`src/mcsc_pkg.sv`:
```
// ----------------------------------------------------------------------------
// mcsc_pkg
// Shared types and widths for the stick cutting cost engine.
// ----------------------------------------------------------------------------
package mcsc_pkg;

  localparam int unsigned POS_W  = 16;
  localparam int unsigned COST_W = 32;

  typedef logic [POS_W-1:0]  pos_t;
  typedef logic [COST_W-1:0] cost_t;

  typedef enum logic [4:0] {
    S_IDLE  = 5'b00001,
    S_ISSUE = 5'b00010,
    S_DRAIN = 5'b00100,
    S_WRITE = 5'b01000,
    S_OUT   = 5'b10000
  } seq_state_t;

  // sequencer to datapath control
  typedef struct packed {
    logic issue;   // read C(i,k) and C(k,j) this cycle
    logic drain;   // last pair arrives, span is formed
    logic write;   // store C(i,j)
    logic a_zero;  // k = i+1, C(i,k) is an empty span
    logic b_zero;  // k = j-1, C(k,j) is an empty span
    logic i_zero;  // left point is the rod start
    logic j_rod;   // right point is the rod end
  } dp_ctrl_t;

endpackage

```
`src/mcsc_seq.sv`:
```
// ----------------------------------------------------------------------------
// mcsc_seq
// Sequencer walking the interval table by gap, start point and split point.
// ----------------------------------------------------------------------------
module mcsc_seq import mcsc_pkg::*; #(
  parameter int unsigned IW = 6
) (
  input  logic          clk,
  input  logic          rst_n,
  input  logic          start,
  input  logic [IW-1:0] last_idx,
  input  logic          out_free,
  output dp_ctrl_t      ctrl,
  output logic [IW-1:0] idx_i,
  output logic [IW-1:0] idx_j,
  output logic [IW-1:0] idx_k,
  output logic          idle,
  output logic          publish
);

  seq_state_t    state_r, state_nxt;
  logic [IW-1:0] i_r, i_nxt;
  logic [IW-1:0] j_r, j_nxt;
  logic [IW-1:0] k_r, k_nxt;
  logic [IW-1:0] gap_r, gap_nxt;
  logic [IW-1:0] last_r, last_nxt;

  always_comb begin
    state_nxt   = state_r;
    i_nxt       = i_r;
    j_nxt       = j_r;
    k_nxt       = k_r;
    gap_nxt     = gap_r;
    last_nxt    = last_r;
    ctrl        = '0;
    ctrl.a_zero = (k_r == i_r + IW'(1));
    ctrl.b_zero = (k_r + IW'(1) == j_r);
    ctrl.i_zero = (i_r == '0);
    ctrl.j_rod  = (j_r == last_r);
    publish     = 1'b0;
    case (state_r)
      S_IDLE: begin
        if (start) begin
          last_nxt  = last_idx;
          gap_nxt   = IW'(2);
          i_nxt     = '0;
          j_nxt     = IW'(2);
          k_nxt     = IW'(1);
          state_nxt = S_ISSUE;
        end
      end
      S_ISSUE: begin
        ctrl.issue = 1'b1;
        if (ctrl.b_zero) begin
          state_nxt = S_DRAIN;
        end else begin
          k_nxt = k_r + IW'(1);
        end
      end
      S_DRAIN: begin
        ctrl.drain = 1'b1;
        state_nxt  = S_WRITE;
      end
      S_WRITE: begin
        ctrl.write = 1'b1;
        if (j_r == last_r) begin
          if (gap_r == last_r) begin
            state_nxt = S_OUT;
          end else begin
            // next diagonal
            gap_nxt   = gap_r + IW'(1);
            i_nxt     = '0;
            j_nxt     = gap_r + IW'(1);
            k_nxt     = IW'(1);
            state_nxt = S_ISSUE;
          end
        end else begin
          i_nxt     = i_r + IW'(1);
          j_nxt     = j_r + IW'(1);
          k_nxt     = i_r + IW'(2);
          state_nxt = S_ISSUE;
        end
      end
      S_OUT: begin
        if (out_free) begin
          publish   = 1'b1;
          state_nxt = S_IDLE;
        end
      end
      default: begin
        state_nxt = S_IDLE;
      end
    endcase
  end

  always_ff @(posedge clk) begin
    if (!rst_n) begin
      state_r <= S_IDLE;
    end else begin
      state_r <= state_nxt;
    end
  end

  always_ff @(posedge clk) begin
    i_r    <= i_nxt;
    j_r    <= j_nxt;
    k_r    <= k_nxt;
    gap_r  <= gap_nxt;
    last_r <= last_nxt;
  end

  assign idx_i = i_r;
  assign idx_j = j_r;
  assign idx_k = k_r;
  assign idle  = (state_r == S_IDLE);

endmodule

```
`config.mk`:
```
export PLATFORM = sky130hd
export DESIGN_NAME = mcsc_seq
export DESIGN_NICKNAME = d
export VERILOG_FILES = /design/src/mcsc_pkg.sv /design/src/mcsc_seq.sv
export SDC_FILE = /design/constraint.sdc
export NUM_CORES = 1
export LEC_CHECK = 0
export BUFFER_PORTS_ARGS = -buffer_cell sky130_fd_sc_hd__buf_2
export CAP_MARGIN = 5
export CORE_MARGIN = 1
export CORE_UTILIZATION = 50
export CTS_BUF_LIST = sky130_fd_sc_hd__clkbuf_16
export DETAILED_ROUTE_END_ITERATION = 10
export PLACE_DENSITY = 0.72
export SLEW_MARGIN = 20
export SYNTH_ARGS = -nofsm -noshare
export SYNTH_HDL_FRONTEND = slang
export SYNTH_SLANG_ARGS = --single-unit
```
`constraint.sdc`:
```
create_clock -name clk -period 7.2 [get_ports clk]
set_clock_uncertainty 0.1 [all_clocks]
set_input_delay 0.72 -clock clk [delete_from_list [all_inputs] [get_ports clk]]
set_output_delay 0.72 -clock clk [all_outputs]
set_load 0.01 [all_outputs]
```
Word-level counts from Yosys, hierarchy flattened
Index checks and enable logic that the tools add are counted.
- add/sub/neg operators: 5
- eq/ne operators: 16
- multiplexer cells: 26
- reduce and logical (&&, ||, !) cells: 8
- operators with widths (kind ; number):
    2-to-1 mux 6 bit ; 11
    one-hot mux 6 bit (2 select lines) ; 3
    2-to-1 mux 5 bit ; 5
    one-hot mux 5 bit (5 select lines) ; 1
    adder 6 x 1 -> 6 bit (second input constant) ; 4
    equality test 6 bit ; 4
    one-hot mux 6 bit (3 select lines) ; 1
    != test 2 bit (second input constant) ; 6
    AND reduction 4 bit ; 2
    adder 6 x 2 -> 6 bit (second input constant) ; 1
    zero test 6 bit ; 1
    AND reduction 3 bit ; 2
    equality test 5 x 1 -> 1 bit (second input constant) ; 1
    equality test 5 x 2 -> 1 bit (second input constant) ; 1
    equality test 5 x 3 -> 1 bit (second input constant) ; 1
    equality test 5 x 4 -> 1 bit (second input constant) ; 1
    equality test 5 bit (second input constant) ; 1
    2-to-1 mux 1 bit ; 5
    != test 3 bit (second input constant) ; 1
    nonzero test 3 bit ; 1
    AND reduction 2 bit ; 1
    nonzero test 2 bit ; 1
- register bits: 35
- input bits: 10
- logic and storage cells: 61

Longest topological paths before layout
Gate-level depths: netlist (run 1).
- depth in word-level cells: 4
- depth in mapped cells: 7
- gate-level depth less buffers: 6

Worst setup path before layout (run 1)
Ideal clock, no wire load.
- kind: reg2reg
- start point: register k_r[0] (netlist: idx_k[0])
- end point: register k_r[0] (netlist: idx_k[0]), enable pin
- library setup time: 379 ps
- data arrival time: 2001 ps
- required time: 6721 ps
- path slack: 4719 ps
- cell stages (with the launch flop): 7
- path buffers: 0
- path through: edfxtp_1 ha_1 xnor2_1 xnor2_1 nor3_1 and4_1 a211oi_1
- RTL lines (what ; RTL line ; text):
    start, declared ; mcsc_seq.sv:24 ; logic [IW-1:0] k_r, k_nxt;
    start signal, assigned ; mcsc_seq.sv:107 ; k_r <= k_nxt;

==> results of run 1 <==
==> power breakdown <==
| part | leakage (nW) | total [W] | internal (W) | switching, W |
|---|---|---|---|---|
| Combinational | 0.588 | 0.000107 | 0.0000498 | 0.0000575 |
| Clock | 0.0838 | 0.000247 | 0.000163 | 0.0000837 |
| Sequential | 0.325 | 0.000270 | 0.000242 | 0.0000275 |
| Total | 0.996 | 0.000624 | 0.000455 | 0.000169 |
==> through the flow <==
stage          hold WS (ns)  instances  setup slack, ns
6_report              0.510        280             4.34
5_1_grt               0.503        280             4.20
4_1_cts               0.507        280             4.33
3_5_place_dp          0.540        272             4.56
3_3_place_gp          0.564        272             4.60
2_1_floorplan         0.474        193             4.72
==> cell usage in the layout (no fill, tap or decap), types with 2 or more instances in the layout <==
cell | netlist | layout
buf_2 | 3 | 36
edfxtp_1 | 30 | 30
xor2_1 | 24 | 24
xnor2_1 | 20 | 20
nor2_1 | 19 | 19
nand3_1 | 12 | 12
nand2_1 | 10 | 10
inv_1 | 7 | 7
ha_1 | 6 | 6
a21oi_1 | 5 | 5
clkbuf_16 | 0 | 5
dfxtp_1 | 5 | 5
and2_1 | 4 | 4
nor3_1 | 3 | 3
o22ai_1 | 3 | 3
nor4_1 | 3 | 3
mux2i_1 | 3 | 3
nand3b_1 | 2 | 2
o21ai_0 | 2 | 2
and3_1 | 2 | 2
nand4_1 | 2 | 2
==> worst max-delay path by stage <==
stage	endpoint	depth (start not counted)
2_1_floorplan	idx_k[0]	6
3_3_place_gp	ctrl[3]	6
3_5_place_dp	idx_k[2]	6
4_1_cts	ctrl[3]	6
5_1_grt	ctrl[3]	6
6_report	ctrl[3]	6
==> per-layer routing <==
layer | GRT usage | part of all wire | vias up
li1 | - | - | 762
met1 | 0.286 | 0.46 | 717
met2 | 0.356 | 0.48 | 44
met3 | 0.0411 | 0.045 | 11
met4 | 0.128 | 0.025 | 0
met5 | 0 | 0 | -
==> logic make-up after synthesis <==
family | share of synthesized area
DFF | 0.473
xor gates and xnor gates | 0.193
and+or+nand+nor | 0.183
buffers and inverters | 0.0337
adders and majority gates | 0.0355
AOI/OAI and AO/OA | 0.0674
muxes | 0.0142
==> registers in the layout, summed over array words and instances, names as in the netlist <==
name	count
gap_r	6
idx_i	6
idx_j	6
idx_k	6
last_r	6
state_r	5
==> area by class of cell <==
class	instances	area (µm²)	area share
Clock buffer	5	125	0.0502
Clock inverter	3	43.8	0.0176
Inverter	7	26.3	0.0105
Multi-Input combinational cell	143	1040	0.419
Sequential cell	35	1000	0.402
Tap cell	50	62.6	0.0251
Timing Repair Buffer	37	188	0.0753
==> critical path, delay by kind of cell (launching register included) <==
| kind | cells | cell delay [ns] |
|---|---|---|
| flip-flops | 1 | 0.50 |
| XOR/XNOR | 2 | 0.43 |
| adder cells (fa/ha/maj) | 1 | 0.28 |
| buffers and inverters | 1 | 0.18 |
| AND/OR/NAND/NOR | 2 | 0.37 |
==> results.json, run 1 <==
{
  "synthFlopType": "edfxtp_1",
  "grt_pass1_vias": 1509,
  "cts_resized": 0,
  "hold_buffers": 0,
  "nets": 245,
  "yosys_warnings": 0,
  "die_area_mm2": 0.00450,
  "avgSynthCellArea_um2": 11.0,
  "final_cell_area_mm2": 0.00249,
  "maxSlewHeadroom": 0.425,
  "finalPower_w": 0.000624,
  "post-cts-setup-buffers": 0,
  "slowest_stage": "edfxtp_1",
  "status": "complete, no violations",
  "initial_core_util": 0.525,
  "hpwl_mm": 3.24,
  "reg2reg_from": "idx_k[0]",
  "drive_gt1_frac": 0.226,
  "viasPerCell": 5.48,
  "ys_top_cells_by_area": "edfxtp_1 (43%), xor2_1 (9.9%), xnor2_1 (8.3%), dfxtp_1 (4.7%), ha_1 (3.5%)",
  "cts.clk_slew.worst_paths_ns": 0.06,
  "r2r_cells": 6,
  "worstPathRequired_ns": 6.38,
  "antenna_found_initial": 0,
  "cts_buffers": 5,
  "cts_tree": "yes",
  "avgRoutedWirePerCell_um": 15.7,
  "min_delay_worst_endpoint": "last_r[0]",
  "yosysMostFrequentCell": "edfxtp_1",
  "io_pins": 37,
  "drt_iter0_markers": 119,
  "antenna_cells": 0,
  "fp-row-count": 23,
  "worstSetupStartpointType": "register",
  "final.min_clock_period_ns": 2.86,
  "yosys-top-cells-count": "edfxtp_1 (30), xor2_1 (24), xnor2_1 (20), nor2_1 (19), nand3_1 (12)",
  "synth_cell_types": 46,
  "drv_slew": 0,
  "place_area_mm2": 0.00232,
  "ir_drop_v": 0.000129,
  "track_usage": 0.225,
  "synth_edf_count": 30,
  "io_buffer_count": 36,
  "synth_top_area_share": 0.426,
  "syn_nets": 209,
  "first_pass_iters": 4,
  "hold_path_class": "input port to register",
  "cts.sinks": 35,
  "ys_seq_area_frac": 0.473,
  "holdPathStages": 1,
  "synth_seq_cells": 35,
  "min_from": "last_idx[0]",
  "syn_area_mm2": 0.00212,
  "period_share": 0.397,
  "worstSetupStartpoint": "idx_i[0]",
  "maxCapViolCount": 0,
  "cp_data_arrival_time_ns": 2.04,
  "ant_nets": 0,
  "fmax_mhz": 349,
  "place.gp.congestion": 0.834,
  "crit_type": "register to primary output",
  "hold_viol_final": 0,
  "grt_pass1_wl_mm": 7.25,
  "vias": 1534,
  "drc": 0,
  "power.density_mw_per_mm2": 250,
  "htreeDepth": 2,
  "r2r-end": "idx_k[4]",
  "synth_top_cell_by_area": "edfxtp_1",
  "cts_buffer_depth": 2,
  "fp.coreArea_mm2": 0.00403,
  "setup_viol": 0,
  "leakage_nw": 0.996,
  "syn_inst": 193,
  "grt_max_degree": 13,
  "rsz0062_at_grt": "no",
  "area_growth_pct": 17.7,
  "path_cells": "ha_1, xnor2_1, xor2_1, nand3_1, nor4_1, buf_2",
  "root_buffer": "clkbuf_16",
  "slowest_delay_ns": 0.50,
  "grt-ovfl-total": 0,
  "totalWireLength_mm": 4.40,
  "die_h_um": 67.1,
  "clkLatencyLatePin_ns": 0.28,
  "reg2reg_slack_ns": 4.49,
  "cp_max_fo": 7,
  "nFillCells": 349,
  "async_flop_share": 0,
  "end_kind": "primary output",
  "worst_pin_slew_ns": 0.857,
  "die_x_um": 67.1,
  "timing.setup.tns_ns": 0,
  "post-route-util": 0.618
}
No activity file was read; power rests on OpenSTA's default activity.
==> run 2, diff against run 1 <==
==> constraint.sdc (replaced) <==
create_clock -name clk -period 2.8 [get_ports clk]
set_clock_uncertainty 0.1 [all_clocks]
set_input_delay 0.28 -clock clk [delete_from_list [all_inputs] [get_ports clk]]
set_output_delay 0.28 -clock clk [all_outputs]
set_load 0.01 [all_outputs]
==> run 2 against run 1 <==
Net effect:
- hold slack lost 0.44 ns
- via count up 2.0%
- first-iteration DRC count is 28% lower
- flip-flop and latch count unchanged
- highest routed layer unchanged
==> results.json, run 2 (synthesis results as in run 1) <==
{
  "drv_slew": 0,
  "maxCapViolCount": 0,
  "drc": 0,
  "ant_nets": 0,
  "die_area_mm2": 0.00450,
  "fp.coreArea_mm2": 0.00403,
  "stdcell_count": 283,
  "r2r_cells": 7,
  "dp_cells": 275,
  "avgRoutedWirePerCell_um": 15.9,
  "worstSetupStartpointType": "register",
  "cts_resized": 0,
  "nFillCells": 353,
  "setup_viol": 0,
  "antenna_cells": 0,
  "layout_commonest_cell": "buf_2",
  "power.density_mw_per_mm2": 633,
  "min_delay_worst_endpoint": "last_r[3]",
  "final_cell_mix": "buf_2 (36), edfxtp_1 (30), xor2_1 (24)",
  "cts.sinks": 35,
  "timing.setup.tns_ns": 0,
  "cp_max_fo": 7,
  "cts_buffers": 5,
  "period_share": 0.904,
  "htreeDepth": 2,
  "first_pass_iters": 4,
  "post-cts-setup-buffers": 0,
  "reg2reg_from": "idx_k[0]",
  "fmax_mhz": 395,
  "area_growth_pct": 18.7,
  "die_h_um": 67.1,
  "place.gp.congestion": 0.811,
  "final.min_clock_period_ns": 2.53,
  "status": "complete, no violations",
  "cts.clk_slew.worst_paths_ns": 0.05,
  "final_cell_area_mm2": 0.00251,
  "grt.busiest_layer": "met2",
  "crit_type": "register to primary output",
  "track_usage": 0.223,
  "hold_path_class": "input port to register",
  "viasPerCell": 5.53,
  "maxSlewHeadroom": 0.539,
  "worstPathRequired_ns": 2.42,
  "io_pins": 37,
  "vias": 1565,
  "hold_ws_ns": 0.0737,
  "multi_input_area_mm2": 0.00105,
  "end_kind": "primary output",
  "ir_drop_v": 0.000352,
  "cp_data_arrival_time_ns": 2.15,
  "io_buffer_count": 36,
  "clkLatencyLatePin_ns": 0.28,
  "initial_core_util": 0.525,
  "grt_pass1_vias": 1467,
  "grtUsageMet1": 0.293,
  "place_area_mm2": 0.00234,
  "root_buffer": "clkbuf_16",
  "reg2reg_slack_ns": 0.55,
  "rsz0062_at_grt": "no",
  "r2r-end": "idx_k[5]",
  "nets": 248,
  "worst_pin_slew_ns": 0.691,
  "cts_buffer_depth": 2,
  "hold_buffers": 0,
  "gr-usage-met3": 0.0360,
  "hold_viol_final": 0,
  "met2_usage": 0.359,
  "totalWireLength_mm": 4.49,
  "grt_max_degree": 13,
  "ff_latch_area_mm2": 0.00100,
  "antenna_found_initial": 0,
  "grt-ovfl-total": 0,
  "hpwl_mm": 3.34,
  "drt_iter0_markers": 86,
  "cts_tree": "yes",
  "leakage_nw": 1.01,
  "fp-row-count": 23,
  "drive_gt1_frac": 0.236,
  "post-route-util": 0.624,
  "die_x_um": 67.1,
  "holdPathStages": 1,
  "grt_pass1_wl_mm": 7.18,
  "min_from": "last_idx[3]"
}
-- run 2: cell type report --
type / instances / area share
sequential: 35 / 0.398
inverter: 7 / 0.0105
clock buffer: 5 / 0.0498
timing repair buffer: 40 / 0.0837
clock inverter: 3 / 0.0154
tap: 50 / 0.0249
multi-input combinational: 143 / 0.417
-- run 2: through the flow --
stage          setup WS, ns  power, W
2_1_floorplan         0.319  0.000895
3_3_place_gp          0.394  0.000975
3_5_place_dp          0.293  0.000980
4_1_cts               0.285   0.00160
5_1_grt              0.0778   0.00165
6_report              0.268   0.00159
-- run 2: worst max-delay path, stage by stage, from the launching register on --
cell	delay (ns)
edfxtp_1	0.52
ha_1	0.28
xnor2_1	0.29
xor2_1	0.20
nand3_1	0.10
nor4_1	0.30
buf_2	0.19
-- run 2: worst max path at each step --
stage	slack, ns	startpoint	endpoint
final	0.27	idx_i[0]	ctrl[3]
after floorplan	0.32	idx_k[0]	idx_k[0]
after global routing	0.08	idx_i[0]	ctrl[3]
after detailed placement	0.29	idx_j[2]	idx_i[0]
after global placement	0.39	idx_j[2]	idx_j[4]
after CTS	0.28	idx_j[2]	idx_i[2]
-- run 2: metal layers --
layer | vias up | part of all wire
met1 | 746 | 0.45
met5 | - | 0
met4 | 0 | 0.012
met2 | 44 | 0.49
met3 | 10 | 0.052
li1 | 765 | -
-- run 2: power by group --
group / internal, W / switching [W] / total, W
Sequential: 0.000623 / 0.0000678 / 0.000691
Clock: 0.000415 / 0.000203 / 0.000618
Combinational: 0.000131 / 0.000150 / 0.000281
